## src/sv/assert_macros.svh

```systemverilog
// assertion helpers shared by the rtl
`ifndef ASSERT_MACROS_SVH
`define ASSERT_MACROS_SVH

// same-cycle implication
`define ASSERT_IMPLIES(lbl, clk, rstn, ante, cons) \
    lbl: assert property (@(posedge clk) disable iff (!(rstn)) (ante) |-> (cons)) \
        else $error("assertion failed");

// next-cycle implication
`define ASSERT_NEXT(lbl, clk, rstn, ante, cons) \
    lbl: assert property (@(posedge clk) disable iff (!(rstn)) (ante) |=> (cons)) \
        else $error("assertion failed");

`endif

```

## src/sv/cssm_pkg.sv

```systemverilog
`timescale 1ns / 1ps
package cssm_pkg;

    localparam int FRAC_BITS         = 4;
    localparam int MAX_FRAME_SAMPLES = 4096;
    localparam int MAX_STEPS         = 16;

    localparam int XW   = 28;
    localparam int AW   = 29;
    localparam int BW   = 18;
    localparam int ACCW = 48;
    localparam int DENW = 18;
    localparam int QW   = 30;
    localparam int RESW = QW + 1;

    localparam logic [2:0] REG_VMIN  = 3'd0;
    localparam logic [2:0] REG_VMAX  = 3'd1;
    localparam logic [2:0] REG_PW    = 3'd2;
    localparam logic [2:0] REG_PH    = 3'd3;
    localparam logic [2:0] REG_CAP   = 3'd4;
    localparam logic [2:0] REG_STEPS = 3'd5;
    localparam logic [2:0] REG_EXT   = 3'd6;

    typedef struct packed {
        logic busy;
        logic done;
    } t_div_stat;

    function automatic logic [15:0] sat16(input logic signed [RESW-1:0] v);
        logic [15:0] r;
        if (v[RESW-1]) begin
            r = 16'd0;
        end else if (|v[RESW-2:16]) begin
            r = 16'hFFFF;
        end else begin
            r = v[15:0];
        end
        return r;
    endfunction

endpackage

```

## src/sv/cssm_mac.sv

```systemverilog
`timescale 1ns / 1ps
module cssm_mac (
    input  logic                               i_clk,
    input  logic                               i_rst_n,
    input  logic                               i_en,
    input  logic                               i_clr,
    input  logic signed [cssm_pkg::AW-1:0]     i_a,
    input  logic signed [cssm_pkg::BW-1:0]     i_b,
    output logic signed [cssm_pkg::ACCW-1:0]   o_acc
);

    logic signed [cssm_pkg::AW+cssm_pkg::BW-1:0] r_prod;
    logic                                        r_pv;
    logic                                        r_pclr;
    logic signed [cssm_pkg::ACCW-1:0]            r_acc;

    always_ff @(posedge i_clk) begin
        if (!i_rst_n) begin
            r_pv <= 1'b0;
        end else begin
            r_pv <= i_en;
        end
    end

    always_ff @(posedge i_clk) begin
        r_pclr <= i_clr;
        r_prod <= i_a * i_b;
        if (r_pv) begin
            r_acc <= (r_pclr ? '0 : r_acc) + cssm_pkg::ACCW'(r_prod);
        end
    end

    assign o_acc = r_acc;

endmodule

```

## src/sv/cssm_div.sv

```systemverilog
`timescale 1ns / 1ps
module cssm_div (
    input  logic                               i_clk,
    input  logic                               i_rst_n,
    input  logic                               i_start,
    input  logic signed [cssm_pkg::ACCW-1:0]   i_num,
    input  logic        [cssm_pkg::DENW-1:0]   i_den,
    output cssm_pkg::t_div_stat                o_stat,
    output logic signed [cssm_pkg::RESW-1:0]   o_quo
);

    logic                          r_busy;
    logic                          r_done;
    logic [4:0]                    r_cnt;
    logic                          r_neg;
    logic [cssm_pkg::ACCW-1:0]     r_rem;
    logic [cssm_pkg::ACCW-1:0]     r_dsh;
    logic [cssm_pkg::QW-1:0]       r_q;
    logic [cssm_pkg::ACCW-1:0]     w_mag;
    logic [cssm_pkg::RESW-1:0]     w_qext;

    // floor for negative numerators: magnitude -num + den - 1
    assign w_mag  = i_num[cssm_pkg::ACCW-1] ?
                    ($unsigned(~i_num) + cssm_pkg::ACCW'(i_den)) : $unsigned(i_num);
    assign w_qext = {1'b0, r_q};

    always_ff @(posedge i_clk) begin
        if (!i_rst_n) begin
            r_busy <= 1'b0;
            r_done <= 1'b0;
            r_cnt  <= '0;
        end else begin
            r_done <= 1'b0;
            if (i_start) begin
                r_busy <= 1'b1;
                r_cnt  <= 5'(cssm_pkg::QW - 1);
            end else if (r_busy) begin
                if (r_cnt == 5'd0) begin
                    r_busy <= 1'b0;
                    r_done <= 1'b1;
                end else begin
                    r_cnt <= r_cnt - 5'd1;
                end
            end
        end
    end

    always_ff @(posedge i_clk) begin
        if (i_start) begin
            r_neg <= i_num[cssm_pkg::ACCW-1];
            r_rem <= w_mag;
            r_dsh <= cssm_pkg::ACCW'(i_den) << (cssm_pkg::QW - 1);
            r_q   <= '0;
        end else if (r_busy) begin
            if (r_rem >= r_dsh) begin
                r_rem <= r_rem - r_dsh;
                r_q   <= {r_q[cssm_pkg::QW-2:0], 1'b1};
            end else begin
                r_q   <= {r_q[cssm_pkg::QW-2:0], 1'b0};
            end
            r_dsh <= r_dsh >> 1;
        end
    end

    assign o_stat.busy = r_busy;
    assign o_stat.done = r_done;
    assign o_quo       = r_neg ? -$signed(w_qext) : $signed(w_qext);

endmodule

```

## src/sv/cssm_wgt.sv

```systemverilog
`timescale 1ns / 1ps
module cssm_wgt (
    input  logic                             i_clk,
    input  logic        [4:0]                i_s,
    input  logic        [4:0]                i_n,
    output logic signed [cssm_pkg::BW-1:0]   o_k0,
    output logic signed [cssm_pkg::BW-1:0]   o_k1,
    output logic signed [cssm_pkg::BW-1:0]   o_k2,
    output logic signed [cssm_pkg::BW-1:0]   o_k3,
    output logic        [12:0]               o_n3
);

    logic [4:0]  r_s1;
    logic [4:0]  r_n1;
    logic [8:0]  r_s2;
    logic [8:0]  r_n2;
    logic [12:0] r_s3;
    logic [12:0] r_s2n;
    logic [12:0] r_sn2;
    logic [12:0] r_n3;
    logic signed [cssm_pkg::BW-1:0] w_s3;
    logic signed [cssm_pkg::BW-1:0] w_s2n;
    logic signed [cssm_pkg::BW-1:0] w_sn2;
    logic signed [cssm_pkg::BW-1:0] w_n3;
    logic signed [cssm_pkg::BW-1:0] r_k0;
    logic signed [cssm_pkg::BW-1:0] r_k1;
    logic signed [cssm_pkg::BW-1:0] r_k2;
    logic signed [cssm_pkg::BW-1:0] r_k3;
    logic        [12:0]             r_n3o;

    assign w_s3  = $signed(cssm_pkg::BW'(r_s3));
    assign w_s2n = $signed(cssm_pkg::BW'(r_s2n));
    assign w_sn2 = $signed(cssm_pkg::BW'(r_sn2));
    assign w_n3  = $signed(cssm_pkg::BW'(r_n3));

    // catmull-rom basis scaled by 2*n^3
    always_ff @(posedge i_clk) begin
        r_s1  <= i_s;
        r_n1  <= i_n;
        r_s2  <= 9'(i_s) * 9'(i_s);
        r_n2  <= 9'(i_n) * 9'(i_n);
        r_s3  <= 13'(r_s2) * 13'(r_s1);
        r_s2n <= 13'(r_s2) * 13'(r_n1);
        r_sn2 <= 13'(r_s1) * 13'(r_n2);
        r_n3  <= 13'(r_n2) * 13'(r_n1);
        r_k0  <= (w_s2n <<< 1) - w_sn2 - w_s3;
        r_k1  <= (w_n3 <<< 1) - (w_s2n <<< 2) - w_s2n + (w_s3 <<< 1) + w_s3;
        r_k2  <= w_sn2 + (w_s2n <<< 2) - (w_s3 <<< 1) - w_s3;
        r_k3  <= w_s3 - w_s2n;
        r_n3o <= r_n3;
    end

    assign o_k0 = r_k0;
    assign o_k1 = r_k1;
    assign o_k2 = r_k2;
    assign o_k3 = r_k3;
    assign o_n3 = r_n3o;

endmodule

```

## src/sv/chart_sample_spline_mapper.sv

```systemverilog
`timescale 1ns / 1ps
// one sample per beat; ready only while idle
// base point: from the beat to ready again, with the x mac pass and division skipped for a single x slot
// (a mac pass and a division each for x and y, then plan, emit, edge, history)
// each smoothed point: basis wait, then a mac pass and a division each for x and y, then emit
// a sample emits up to 33 points, and each emit waits while the output is stalled
// synchronous active-low reset clears the sequencer, sample history and registers to defaults
`include "assert_macros.svh"
module chart_sample_spline_mapper (
    input  logic               i_clk,
    input  logic               i_rst_n,
    input  logic               psel,
    input  logic               penable,
    input  logic               pwrite,
    input  logic [4:0]         paddr,
    input  logic [31:0]        pwdata,
    output logic [31:0]        prdata,
    output logic               pready,
    input  logic               i_in_valid,
    output logic               o_in_ready,
    input  logic signed [15:0] i_sample_value,
    input  logic [12:0]        i_frame_count,
    output logic               o_out_valid,
    input  logic               i_out_ready,
    output logic [15:0]        o_point_x,
    output logic [15:0]        o_point_y,
    output logic               o_frame_end
);

    localparam int XW   = cssm_pkg::XW;
    localparam int AW   = cssm_pkg::AW;
    localparam int BW   = cssm_pkg::BW;
    localparam int ACCW = cssm_pkg::ACCW;
    localparam int DENW = cssm_pkg::DENW;
    localparam int RESW = cssm_pkg::RESW;

    localparam logic [3:0] ST_IDLE    = 4'd0;
    localparam logic [3:0] ST_BX_M    = 4'd1;
    localparam logic [3:0] ST_BX_D    = 4'd2;
    localparam logic [3:0] ST_BY_M    = 4'd3;
    localparam logic [3:0] ST_BY_D    = 4'd4;
    localparam logic [3:0] ST_PLAN    = 4'd5;
    localparam logic [3:0] ST_BASE    = 4'd6;
    localparam logic [3:0] ST_SEG_W   = 4'd7;
    localparam logic [3:0] ST_SEG_MX  = 4'd8;
    localparam logic [3:0] ST_SEG_DX  = 4'd9;
    localparam logic [3:0] ST_SEG_MY  = 4'd10;
    localparam logic [3:0] ST_SEG_DY  = 4'd11;
    localparam logic [3:0] ST_SEG_OUT = 4'd12;
    localparam logic [3:0] ST_EXT     = 4'd13;
    localparam logic [3:0] ST_DONE    = 4'd14;

    // configuration
    logic signed [15:0] r_vmin;
    logic signed [15:0] r_vmax;
    logic [11:0]        r_pw;
    logic [11:0]        r_ph;
    logic [12:0]        r_capcfg;
    logic [4:0]         r_stp;
    logic               r_ext;

    // sequencer and item state
    logic [3:0]  r_state, n_state;
    logic [2:0]  r_cnt, n_cnt;
    logic [11:0] r_idx, n_idx;
    logic [12:0] r_cap, n_cap;
    logic [15:0] r_c, n_c;
    logic        r_last, n_last;
    logic        r_smooth, n_smooth;
    logic        r_ext_need, n_ext_need;
    logic [XW-1:0] r_bx, n_bx;
    logic [15:0]   r_by, n_by;
    logic [XW-1:0] r_px [4];
    logic [XW-1:0] n_px [4];
    logic [15:0]   r_py [4];
    logic [15:0]   n_py [4];
    logic [4:0]    r_s, n_s;
    logic          r_seg2, n_seg2;
    logic [15:0]   r_cx, n_cx;
    logic [15:0]   r_cy, n_cy;
    logic [XW-1:0] r_rx [3];
    logic [XW-1:0] n_rx [3];
    logic [15:0]   r_ry [3];
    logic [15:0]   n_ry [3];
    logic          r_ovalid, n_ovalid;
    logic [15:0]   r_ox, n_ox;
    logic [15:0]   r_oy, n_oy;
    logic          r_ofe, n_ofe;

    // derived values
    logic [11:0]        w_w;
    logic [11:0]        w_h;
    logic [15:0]        w_w16;
    logic [15:0]        w_h16;
    logic [4:0]         w_steps;
    logic signed [16:0] w_spanraw;
    logic [15:0]        w_span;
    logic signed [16:0] w_diff;
    logic [12:0]        w_nc;
    logic               w_out_free;
    logic               w_accept;
    logic [ACCW-1:0]    w_n3x;
    logic signed [RESW-1:0] w_p1;
    logic signed [RESW-1:0] w_p2;
    logic signed [RESW-1:0] w_tx;
    logic signed [RESW-1:0] w_tx2;
    logic signed [RESW-1:0] w_h16s;
    logic signed [RESW-1:0] w_ty;

    // shared units
    logic                   mac_en;
    logic                   mac_clr;
    logic signed [AW-1:0]   mac_a;
    logic signed [BW-1:0]   mac_b;
    logic signed [ACCW-1:0] mac_acc;
    logic                   div_start;
    logic signed [ACCW-1:0] div_num;
    logic [DENW-1:0]        div_den;
    cssm_pkg::t_div_stat    div_stat;
    logic signed [RESW-1:0] div_quo;
    logic signed [BW-1:0]   k0;
    logic signed [BW-1:0]   k1;
    logic signed [BW-1:0]   k2;
    logic signed [BW-1:0]   k3;
    logic [12:0]            n3;
    logic signed [BW-1:0]   w_ksel;

    cssm_mac u_mac (
        .i_clk   (i_clk),
        .i_rst_n (i_rst_n),
        .i_en    (mac_en),
        .i_clr   (mac_clr),
        .i_a     (mac_a),
        .i_b     (mac_b),
        .o_acc   (mac_acc)
    );

    cssm_div u_div (
        .i_clk   (i_clk),
        .i_rst_n (i_rst_n),
        .i_start (div_start),
        .i_num   (div_num),
        .i_den   (div_den),
        .o_stat  (div_stat),
        .o_quo   (div_quo)
    );

    cssm_wgt u_wgt (
        .i_clk (i_clk),
        .i_s   (r_s),
        .i_n   (w_steps),
        .o_k0  (k0),
        .o_k1  (k1),
        .o_k2  (k2),
        .o_k3  (k3),
        .o_n3  (n3)
    );

    assign w_w      = (r_pw == 12'd0) ? 12'd1 : r_pw;
    assign w_h      = (r_ph == 12'd0) ? 12'd1 : r_ph;
    assign w_w16    = 16'(w_w) << cssm_pkg::FRAC_BITS;
    assign w_h16    = 16'(w_h) << cssm_pkg::FRAC_BITS;
    assign w_steps  = (r_stp == 5'd0) ? 5'd1 :
                      (r_stp > 5'(cssm_pkg::MAX_STEPS)) ? 5'(cssm_pkg::MAX_STEPS) : r_stp;
    assign w_spanraw = $signed({r_vmax[15], r_vmax}) - $signed({r_vmin[15], r_vmin});
    assign w_span    = (w_spanraw < 17'sd1) ? 16'd1 : w_spanraw[15:0];
    assign w_diff    = $signed({i_sample_value[15], i_sample_value})
                     - $signed({r_vmin[15], r_vmin});
    assign w_nc      = (i_frame_count == 13'd0) ? 13'd1 :
                       (i_frame_count > 13'(cssm_pkg::MAX_FRAME_SAMPLES)) ?
                       13'(cssm_pkg::MAX_FRAME_SAMPLES) : i_frame_count;
    assign w_out_free = !r_ovalid || i_out_ready;
    assign o_in_ready = (r_state == ST_IDLE);
    assign w_accept   = i_in_valid && o_in_ready;
    assign w_n3x      = ACCW'(n3);

    // curve point clamps
    assign w_p1   = $signed(RESW'(r_px[1]));
    assign w_p2   = $signed(RESW'(r_px[2]));
    assign w_tx   = (div_quo < w_p1) ? w_p1 : div_quo;
    assign w_tx2  = (w_tx > w_p2) ? w_p2 : w_tx;
    assign w_h16s = $signed(RESW'(w_h16));
    assign w_ty   = div_quo[RESW-1] ? '0 : ((div_quo > w_h16s) ? w_h16s : div_quo);

    always_comb begin
        unique case (r_cnt[1:0])
            2'd0:    w_ksel = k0;
            2'd1:    w_ksel = k1;
            2'd2:    w_ksel = k2;
            default: w_ksel = k3;
        endcase
    end

    always_comb begin
        n_state    = r_state;
        n_cnt      = r_cnt;
        n_idx      = r_idx;
        n_cap      = r_cap;
        n_c        = r_c;
        n_last     = r_last;
        n_smooth   = r_smooth;
        n_ext_need = r_ext_need;
        n_bx       = r_bx;
        n_by       = r_by;
        n_px       = r_px;
        n_py       = r_py;
        n_s        = r_s;
        n_seg2     = r_seg2;
        n_cx       = r_cx;
        n_cy       = r_cy;
        n_rx       = r_rx;
        n_ry       = r_ry;
        n_ovalid   = r_ovalid && !i_out_ready;
        n_ox       = r_ox;
        n_oy       = r_oy;
        n_ofe      = r_ofe;
        mac_en     = 1'b0;
        mac_clr    = 1'b0;
        mac_a      = '0;
        mac_b      = '0;
        div_start  = 1'b0;
        div_num    = '0;
        div_den    = '0;

        unique case (r_state)
            ST_IDLE: begin
                if (w_accept) begin
                    n_cap    = (r_capcfg > w_nc) ? r_capcfg : w_nc;
                    n_last   = (13'(r_idx) + 13'd1) >= w_nc;
                    n_smooth = (w_steps > 5'd1) && (w_nc >= 13'd3);
                    n_c      = w_diff[16] ? 16'd0 :
                               (w_diff > $signed({1'b0, w_span})) ? w_span : w_diff[15:0];
                    n_cnt    = '0;
                    n_state  = ST_BX_M;
                end
            end
            ST_BX_M: begin
                n_cnt = r_cnt + 3'd1;
                if (r_cnt == 3'd0) begin
                    if (r_cap <= 13'd1) begin
                        n_bx    = '0;
                        n_cnt   = '0;
                        n_state = ST_BY_M;
                    end else begin
                        mac_en  = 1'b1;
                        mac_clr = 1'b1;
                        mac_a   = $signed(AW'(r_idx));
                        mac_b   = $signed(BW'(w_w));
                    end
                end else if (r_cnt == 3'd2) begin
                    div_start = 1'b1;
                    div_num   = $signed(($unsigned(mac_acc) << (cssm_pkg::FRAC_BITS + 1))
                                + ACCW'(r_cap - 13'd1));
                    div_den   = DENW'({r_cap - 13'd1, 1'b0});
                    n_state   = ST_BX_D;
                end
            end
            ST_BX_D: begin
                if (div_stat.done) begin
                    n_bx    = div_quo[XW-1:0];
                    n_cnt   = '0;
                    n_state = ST_BY_M;
                end
            end
            ST_BY_M: begin
                n_cnt = r_cnt + 3'd1;
                if (r_cnt == 3'd0) begin
                    mac_en  = 1'b1;
                    mac_clr = 1'b1;
                    mac_a   = $signed(AW'(r_c));
                    mac_b   = $signed(BW'(w_h));
                end else if (r_cnt == 3'd2) begin
                    div_start = 1'b1;
                    div_num   = $signed(($unsigned(mac_acc) << (cssm_pkg::FRAC_BITS + 1))
                                + ACCW'(w_span));
                    div_den   = DENW'({w_span, 1'b0});
                    n_state   = ST_BY_D;
                end
            end
            ST_BY_D: begin
                if (div_stat.done) begin
                    n_by    = w_h16 - div_quo[15:0];
                    n_state = ST_PLAN;
                end
            end
            ST_PLAN: begin
                n_ext_need = r_last && r_ext && (r_bx < XW'(w_w16));
                n_cnt      = '0;
                if (!r_smooth || r_idx == 12'd0) begin
                    n_state = ST_BASE;
                end else if (r_idx >= 12'd2) begin
                    n_px[0] = (r_idx >= 12'd3) ? r_rx[2] : r_rx[1];
                    n_py[0] = (r_idx >= 12'd3) ? r_ry[2] : r_ry[1];
                    n_px[1] = r_rx[1];
                    n_py[1] = r_ry[1];
                    n_px[2] = r_rx[0];
                    n_py[2] = r_ry[0];
                    n_px[3] = r_bx;
                    n_py[3] = r_by;
                    n_s     = 5'd1;
                    n_seg2  = 1'b0;
                    n_state = ST_SEG_W;
                end else begin
                    n_state = ST_EXT;
                end
            end
            ST_BASE: begin
                if (w_out_free) begin
                    n_ovalid = 1'b1;
                    n_ox     = cssm_pkg::sat16($signed(RESW'(r_bx)));
                    n_oy     = r_by;
                    n_ofe    = r_last && !r_ext_need;
                    n_state  = ST_EXT;
                end
            end
            ST_SEG_W: begin
                n_cnt = r_cnt + 3'd1;
                if (r_cnt == 3'd3) begin
                    n_cnt   = '0;
                    n_state = ST_SEG_MX;
                end
            end
            ST_SEG_MX, ST_SEG_MY: begin
                n_cnt = r_cnt + 3'd1;
                if (r_cnt <= 3'd3) begin
                    mac_en  = 1'b1;
                    mac_clr = (r_cnt == 3'd0);
                    mac_a   = (r_state == ST_SEG_MX) ? $signed(AW'(r_px[r_cnt[1:0]]))
                                                     : $signed(AW'(r_py[r_cnt[1:0]]));
                    mac_b   = w_ksel;
                end else if (r_cnt == 3'd5) begin
                    div_start = 1'b1;
                    div_num   = mac_acc + $signed(w_n3x);
                    div_den   = DENW'({n3, 1'b0});
                    n_state   = (r_state == ST_SEG_MX) ? ST_SEG_DX : ST_SEG_DY;
                end
            end
            ST_SEG_DX: begin
                if (div_stat.done) begin
                    n_cx    = cssm_pkg::sat16(w_tx2);
                    n_cnt   = '0;
                    n_state = ST_SEG_MY;
                end
            end
            ST_SEG_DY: begin
                if (div_stat.done) begin
                    n_cy    = w_ty[15:0];
                    n_state = ST_SEG_OUT;
                end
            end
            ST_SEG_OUT: begin
                if (w_out_free) begin
                    n_ovalid = 1'b1;
                    n_ox     = r_cx;
                    n_oy     = r_cy;
                    n_ofe    = r_seg2 && (r_s == w_steps) && !r_ext_need;
                    n_cnt    = '0;
                    if (r_s == w_steps) begin
                        if (r_last && !r_seg2) begin
                            n_px[0] = r_rx[1];
                            n_py[0] = r_ry[1];
                            n_px[1] = r_rx[0];
                            n_py[1] = r_ry[0];
                            n_px[2] = r_bx;
                            n_py[2] = r_by;
                            n_px[3] = r_bx;
                            n_py[3] = r_by;
                            n_s     = 5'd1;
                            n_seg2  = 1'b1;
                            n_state = ST_SEG_W;
                        end else begin
                            n_state = ST_EXT;
                        end
                    end else begin
                        n_s     = r_s + 5'd1;
                        n_state = ST_SEG_W;
                    end
                end
            end
            ST_EXT: begin
                if (!r_ext_need) begin
                    n_state = ST_DONE;
                end else if (w_out_free) begin
                    n_ovalid = 1'b1;
                    n_ox     = w_w16;
                    n_oy     = r_by;
                    n_ofe    = 1'b1;
                    n_state  = ST_DONE;
                end
            end
            ST_DONE: begin
                n_rx[2] = r_rx[1];
                n_ry[2] = r_ry[1];
                n_rx[1] = r_rx[0];
                n_ry[1] = r_ry[0];
                n_rx[0] = r_bx;
                n_ry[0] = r_by;
                n_idx   = r_last ? 12'd0 : r_idx + 12'd1;
                n_state = ST_IDLE;
            end
            default: begin
                n_state = ST_IDLE;
            end
        endcase
    end

    always_ff @(posedge i_clk) begin
        if (!i_rst_n) begin
            r_state  <= ST_IDLE;
            r_cnt    <= '0;
            r_idx    <= '0;
            r_ovalid <= 1'b0;
            r_rx[0]  <= '0;
            r_rx[1]  <= '0;
            r_rx[2]  <= '0;
            r_ry[0]  <= '0;
            r_ry[1]  <= '0;
            r_ry[2]  <= '0;
        end else begin
            r_state  <= n_state;
            r_cnt    <= n_cnt;
            r_idx    <= n_idx;
            r_ovalid <= n_ovalid;
            r_rx     <= n_rx;
            r_ry     <= n_ry;
        end
    end

    always_ff @(posedge i_clk) begin
        r_cap      <= n_cap;
        r_c        <= n_c;
        r_last     <= n_last;
        r_smooth   <= n_smooth;
        r_ext_need <= n_ext_need;
        r_bx       <= n_bx;
        r_by       <= n_by;
        r_px       <= n_px;
        r_py       <= n_py;
        r_s        <= n_s;
        r_seg2     <= n_seg2;
        r_cx       <= n_cx;
        r_cy       <= n_cy;
        r_ox       <= n_ox;
        r_oy       <= n_oy;
        r_ofe      <= n_ofe;
    end

    // register file
    always_ff @(posedge i_clk) begin
        if (!i_rst_n) begin
            r_vmin   <= 16'sd0;
            r_vmax   <= 16'sd100;
            r_pw     <= 12'd400;
            r_ph     <= 12'd200;
            r_capcfg <= 13'd0;
            r_stp    <= 5'd1;
            r_ext    <= 1'b0;
        end else if (psel && penable && pwrite && pready) begin
            unique case (paddr[4:2])
                cssm_pkg::REG_VMIN:  r_vmin   <= pwdata[15:0];
                cssm_pkg::REG_VMAX:  r_vmax   <= pwdata[15:0];
                cssm_pkg::REG_PW:    r_pw     <= pwdata[11:0];
                cssm_pkg::REG_PH:    r_ph     <= pwdata[11:0];
                cssm_pkg::REG_CAP:   r_capcfg <= pwdata[12:0];
                cssm_pkg::REG_STEPS: r_stp    <= pwdata[4:0];
                cssm_pkg::REG_EXT:   r_ext    <= pwdata[0];
                default: ;
            endcase
        end
    end

    always_comb begin
        unique case (paddr[4:2])
            cssm_pkg::REG_VMIN:  prdata = {16'd0, r_vmin};
            cssm_pkg::REG_VMAX:  prdata = {16'd0, r_vmax};
            cssm_pkg::REG_PW:    prdata = {20'd0, r_pw};
            cssm_pkg::REG_PH:    prdata = {20'd0, r_ph};
            cssm_pkg::REG_CAP:   prdata = {19'd0, r_capcfg};
            cssm_pkg::REG_STEPS: prdata = {27'd0, r_stp};
            cssm_pkg::REG_EXT:   prdata = {31'd0, r_ext};
            default:             prdata = 32'd0;
        endcase
    end

    assign pready      = 1'b1;
    assign o_out_valid = r_ovalid;
    assign o_point_x   = r_ox;
    assign o_point_y   = r_oy;
    assign o_frame_end = r_ofe;

    `ASSERT_NEXT(a_busy_after_beat, i_clk, i_rst_n, w_accept, !o_in_ready)
    `ASSERT_IMPLIES(a_div_free_on_start, i_clk, i_rst_n, div_start, !div_stat.busy)
    `ASSERT_IMPLIES(a_step_in_range, i_clk, i_rst_n, r_state == ST_SEG_W, r_s != 5'd0 && r_s <= w_steps)

endmodule
```

## config.mk

```make
export PLATFORM = sky130hd
export DESIGN_NAME = chart_sample_spline_mapper
export DESIGN_NICKNAME = d
export VERILOG_FILES = /design/src/sv/cssm_pkg.sv /design/src/sv/cssm_mac.sv /design/src/sv/cssm_div.sv /design/src/sv/cssm_wgt.sv /design/src/sv/chart_sample_spline_mapper.sv
export VERILOG_INCLUDE_DIRS = /design/src /design/src/sv
export SDC_FILE = /design/constraint.sdc
export NUM_CORES = 2
export LEC_CHECK = 0
export BUFFER_PORTS_ARGS = -buffer_cell sky130_fd_sc_hd__buf_2
export CORE_MARGIN = 10
export CORE_UTILIZATION = 30
export CTS_BUF_LIST = sky130_fd_sc_hd__clkbuf_8
export CTS_CLUSTER_DIAMETER = 30
export CTS_CLUSTER_SIZE = 10
export DETAILED_ROUTE_END_ITERATION = 10
export SYNTH_ARGS = -nofsm -noshare
export SYNTH_HDL_FRONTEND = slang
export SYNTH_HIERARCHICAL = 1
export SYNTH_SLANG_ARGS = --single-unit
export TNS_END_PERCENT = 50
```

## constraint.sdc

```tcl
create_clock -name i_clk -period 16.8 [get_ports i_clk]
set_input_delay 4.2 -clock i_clk [delete_from_list [all_inputs] [get_ports i_clk]]
set_output_delay 4.2 -clock i_clk [all_outputs]
set_load 0.1 [all_outputs]
```

# [Word-level counts from Yosys, hierarchy flattened]
# Cells that the tools add are included.
[word_totals] ff_bits=941 inputBits=73
[op_classes] n_addsub=27 multipliers=7 n_lt_le_gt_ge=18 eq_ne=52 mux=153 n_bitwise=5 reduce_logical=65
[op_table] op="two-way mux 112 bit" n=5
[op_table] op="two-way mux 48 bit" n=11
[op_table] op="two-way mux 64 bit" n=5
[op_table] op="two-way mux 16 bit" n=16
[op_table] op="two-way mux 28 bit" n=8
[op_table] op="case mux 112 bit (2 select lines)" n=1
[op_table] op="case mux 48 bit (3 select lines)" n=1
[op_table] op="case mux 64 bit (2 select lines)" n=1
[op_table] op="case mux 16 bit (7 select lines)" n=1
[op_table] op="case mux 18 bit (3 select lines)" n=2
[op_table] op="adder 48 bit" n=2
[op_table] op="two-way mux 12 bit" n=8
[op_table] op="case mux 16 bit (3 select lines)" n=2
[op_table] op="two-way mux 47 bit" n=2
[op_table] op="two-way mux 31 bit" n=3
[op_table] op="two-way mux 4 bit" n=21
[op_table] op="case mux 28 bit (3 select lines)" n=1
[op_table] op="binary-select mux 28 bit (select 2 bit)" n=1
[op_table] op="two-way mux 14 bit" n=4
[op_table] op="case mux 28 bit (2 select lines)" n=1
[op_table] op="subtractor 18 x 14 -> 18 bit" n=3
[op_table] op="case mux 4 bit (13 select lines)" n=1
[op_table] op="case mux 17 bit (3 select lines)" n=1
[op_table] op="two-way mux 5 bit" n=10
[op_table] op="other kinds (91)" n=216

# [Logic depth before layout (Yosys ltp)]
[depth] word_depth=11 ltp_mapped=37

# [Modules after synthesis]
# Netlist, hierarchy kept.
[modules_own_cells] mod="chart_sample_spline_mapper" instances=1 cells_each=3942 area_per_inst_um2=36635.1 seq_area_each_um2=14243.7
[modules_own_cells] mod="cssm_mac" instances=1 cells_each=2636 area_per_inst_um2=23729.0 seq_area_each_um2=2422.3
[modules_own_cells] mod="cssm_wgt" instances=1 cells_each=1474 area_per_inst_um2=13362.8 seq_area_each_um2=3022.9
[modules_own_cells] mod="cssm_div" instances=1 cells_each=1225 area_per_inst_um2=10418.7 seq_area_each_um2=3333.2

# [Least setup slack after synthesis]
# OpenSTA, ideal clock, no wires.
[synth_timing] path_type="input port to flip-flop" startpoint="input port i_out_ready" endpoint="register r_px[0] in the netlist's numbering (enable)" arrival_ns=16.498 t_required_ns=15.868 setup_slack_ns=-0.631 stages=4 path_buffers=0 cell_sequence="nand2b_1 nor3_1 nand2b_1 nor3_1"
[synth_between] elab_chain_len=3
[synth_rtl] item="from (decl)" line="chart_sample_spline_mapper.sv:24" text="input logic i_out_ready,"
[synth_rtl] item="logical OR 1 bit" line="chart_sample_spline_mapper.sv:172" text="assign w_out_free = !r_ovalid || i_out_ready;"
[synth_rtl] item="!= test 2 bit (no source line)"
[synth_rtl] item="AND reduction 6 bit (no source line)"
[synth_rtl] item="to (signal assigned)" line="chart_sample_spline_mapper.sv:437" text="r_px <= n_px;"
[synth_rtl] item="to (decl)" line="chart_sample_spline_mapper.sv:73" text="logic [XW-1:0] r_px [4];"
# No other way between the ends.
# A chain may end at the register's enable or synchronous reset.

# [Worst setup path in the final report]
[layout_timing] startpoint="input port paddr[2]" endpoint="output port prdata[7]"
[layout_between] elab_chain_len=2 word_cells_on_any_way=8
[layout_rtl] item="from (decl)" line="chart_sample_spline_mapper.sv:15" text="input logic [4:0] paddr,"
[layout_rtl] item="equality test 3 bit (tied with other cells)" line="chart_sample_spline_mapper.sv:473" text="unique case (paddr[4:2])"
[layout_rtl] item="case mux 16 bit (7 select lines) (*)" line="chart_sample_spline_mapper.sv:473"
[layout_rtl] item="to (decl)" line="chart_sample_spline_mapper.sv:17" text="output logic [31:0] prdata,"
# Mark *: on every way between the ends. The rest lies on a longest branch, timed or not.

==> metrics.md <==
| Metric | Value |
|---|---|
| Worst slew margin | between 20% and 30% |
| Final cell count without fillers | about 13000 |
| Switching pwr | 3350 µW |
| DIE AREA | about 300000 µm² |
| Die width | roughly 550 µm |
| H-tree depth | 4 |
| Hold WC Path Type | reg2reg |
| Post-DRT Antenna Nets | 0 |
| Fmax | approximately 94 MHz |
| Clock net sink count | 931 |
| Area growth syn-to-layout | 10.3% |
| Routability cong. | between 0.9 and 1 |
| Largest net degree at the start of global routing | 175 |
| Dpl hpwl | 188000 µm |
| Root Driver | clkbuf_8 |
| Vias in the first global route | about 65000 |
| Critical-path cell list | buf_2 -> inv_1 -> nor2_1 -> and2_1 -> nand2_1 -> o221ai_1 -> buf_2 |
| Hold Path Depth | 2 |
| Reg power frac | 32.1% |
| Worst Max-Slew Pin Slew | around 1.2 ns |
| Final nets | 10600 |
| Leakage power | just under 0.04 µW |
| IO buf count | approximately 110 |
| Worst hold endpoint | r_ry[28]$_SDFFE_PN0N_ |
| Status | finished clean |
| Mapped Cells | 9276 |
| CTS buffer count | between 150 and 200 |
| Met2 Track Usage GR | approximately a quarter |
| Starting Density | between 30% and 40% |
| Fin crit share | between 60% and 70% |
| Post-Syn Area | ~84000 µm² |
| Crit path capture type | primary output |
| CP Buf/Inv Count | 3 |
| CP Class | in2out |
| Clock power frac | approximately 30% |
| DIE HEIGHT | around 550 µm |
| Total Routing Usage GR | approximately 15% |
| Busiest grt layer | met2 |
| Max Cap Viol | 0 |
| Worst-path clk slew | ~0.07 ns |
| Min cycle time layout | approximately 11 ns |
| Final-report hold violation count | 0 |
| Post-place setup slack | around 6.2 ns |
| Sw Share | 38.1% |
| CP most frequent cell | buf_2 |
| Via density | 4.99 |
| FF-to-FF End | u_mac/r_prod[44]$_DFF_P_ |
| First-pass GRT wire length | between 300000 and 400000 µm |
| Maximum vdd drop | approximately 0.14 mV |
| Final worst slack | just over 6 ns |
| Skew-Pair Late Insertion Delay | ~0.94 ns |
| Std cell rows | about 190 |
| RSZ-0062 raised after global routing | false |
| Layout cells sized above 1 | under 10% |
| Worst path slowest cell | buf_2 |
| CTS resizes | 0 |
| R2R Path Start | r_cnt[0]$_SDFFE_PN0P_ |
| Post-CTS setup buffer count | 0 |
| Int Power | 5450 µW |
| Cts hold-fix bufs | 0 |
| Max Slew Vio Count | 0 |
| Synthesized area per cell | roughly 9.1 µm² |
| Reg-to-reg slack, setup | approximately 6.8 ns |
| Reg2Reg Depth | 30 |
| Synthesis Warnings | 6 |
| WL final | ~240000 µm |
| Via count | about 65000 |
| Placed insts | ~13000 |
| Required time of the critical path | around 13 ns |
| DR pass1 iterations | 6 |
| Final Skew | approximately 0.12 ns |
| GR Util met1 | between 20% and 30% |
| Final TNS setup | 0 ns |
| Max stage delay on crit path | 0.53 ns |
| GRT overflow | 0 |
| Power density over the cells | ~95 nW/µm² |
| CTS tree | built |
| WHS | about 0.38 ns |
| Combinational share of power | a little under two fifths |
| Met3 GRT Util | under 10% |
| Detailed router's first-iteration violation count | a little under 5000 |
| Clk buf depth | 4 |
| Levels on crit path | 7 |
| Delay-heaviest family, CP | buffers and inverters |
| Post-route DRC | 0 |
| Final setup fails | 0 |
| Initial antenna violation count | 4 |
| Min-delay src | r_ry[44]$_SDFFE_PN0N_ |
| Critical path fanouts, max | 29 |
| # IOs | roughly 140 |
| Placeable Area | ~280000 µm² |
| WP data arrival | approximately 6.4 ns |
| DR WL/cell | ~18 µm |
| Type of origin of the critical path | primary input |
==> flip-flops by register name (all words and copies together) (netlist names), 15 cells and up <==
name          count
u_div/r_rem      48
u_wgt/o_k0       15
u_mac/o_acc      48
r_by             16
u_mac/r_prod     47
u_wgt/o_k2       17
u_div/r_q        30
r_cx             16
r_py             64
r_px            112
r_rx             84
u_div/r_dsh      47
r_vmin           16
r_c              16
o_point_x        16
r_bx             28
r_cy             16
r_vmax           16
r_ry             48
o_point_y        16
u_wgt/o_k1       18
==> metal layers <==
layer  share of wire, %  vias up  wire length, µm
met5                  0        -                0
met4                3.7        0             8800
met3                6.1      431            14700
met2                 46     1807           110000
met1                 45    31900           108000
li1                   -    31400                -
==> power by group through the flow <==
stage,logic [µW],clock network (µW),registers [µW]
2_1_floorplan,2530,0,2760
3_3_place_gp,3310,0,2860
3_5_place_dp,3330,0,2870
4_1_cts,3340,2680,2820
5_1_grt,3730,2790,2840
6_report,3370,2610,2820
==> per-stage QoR <==
| step | utilization [%] | total power, µW | cell area, µm² |
|---|---|---|---|
| 2_1_floorplan | - | 5290 | 84300 |
| 3_3_place_gp | 31.7 | 6180 | 88600 |
| 3_5_place_dp | 31.7 | 6200 | 88600 |
| 4_1_cts | 33.2 | 8840 | 92800 |
| 5_1_grt | 33.2 | 9360 | 92800 |
| 6_report | 33.2 | 8800 | 92800 |
==> worst register-to-register path: cells and delay by family (launching register included) <==
family          cells  cell delay (ns)
compound gates      9             1.85
fa+ha+maj           9             4.17
buf+inv             9             1.98
flops               1             0.65
simple gates        3             1.15
==> cell usage in the layout (no fill, tap or decap), types with 146 or more instances in the layout <==
| cell | count |
|---|---|
| nand2_1 | 1176 |
| nand3_1 | 146 |
| a21oi_1 | 417 |
| xor2_1 | 195 |
| nor2_1 | 442 |
| and2_1 | 353 |
| a21boi_0 | 214 |
| fa_1 | 629 |
| a21o_1 | 176 |
| inv_1 | 1159 |
| o21ai_0 | 306 |
| dfxtp_1 | 489 |
| mux2_2 | 168 |
| ha_1 | 664 |
| mux2i_1 | 150 |
| xnor2_1 | 303 |
| edfxtp_1 | 438 |
| clkbuf_8 | 211 |
==> worst max path at each step <==
stage                startpoint           endpoint  slack, ns
floorplan           i_out_ready  r_px[0]$_DFFE_PP_       4.77
global placement       paddr[2]          prdata[6]       6.25
detailed placement     paddr[2]          prdata[7]       6.24
CTS                    paddr[2]          prdata[7]       6.23
global route           paddr[2]          prdata[6]       6.07
finish                 paddr[2]          prdata[7]       6.17
==> area by class of cell <==
type | count | area (µm²)
Tap cell | 3724 | 4660
Sequential cell | 931 | 23000
Clock inverter | 138 | 1320
Multi-Input combinational cell | 6785 | 55300
Timing Repair Buffer | 205 | 1290
Inverter | 1136 | 4260
Fill cell | 28800 | 187000
Clock buffer | 211 | 2900
Antenna cell | 2 | 5.00
Note: power is estimated with default switching activity, not from simulation.
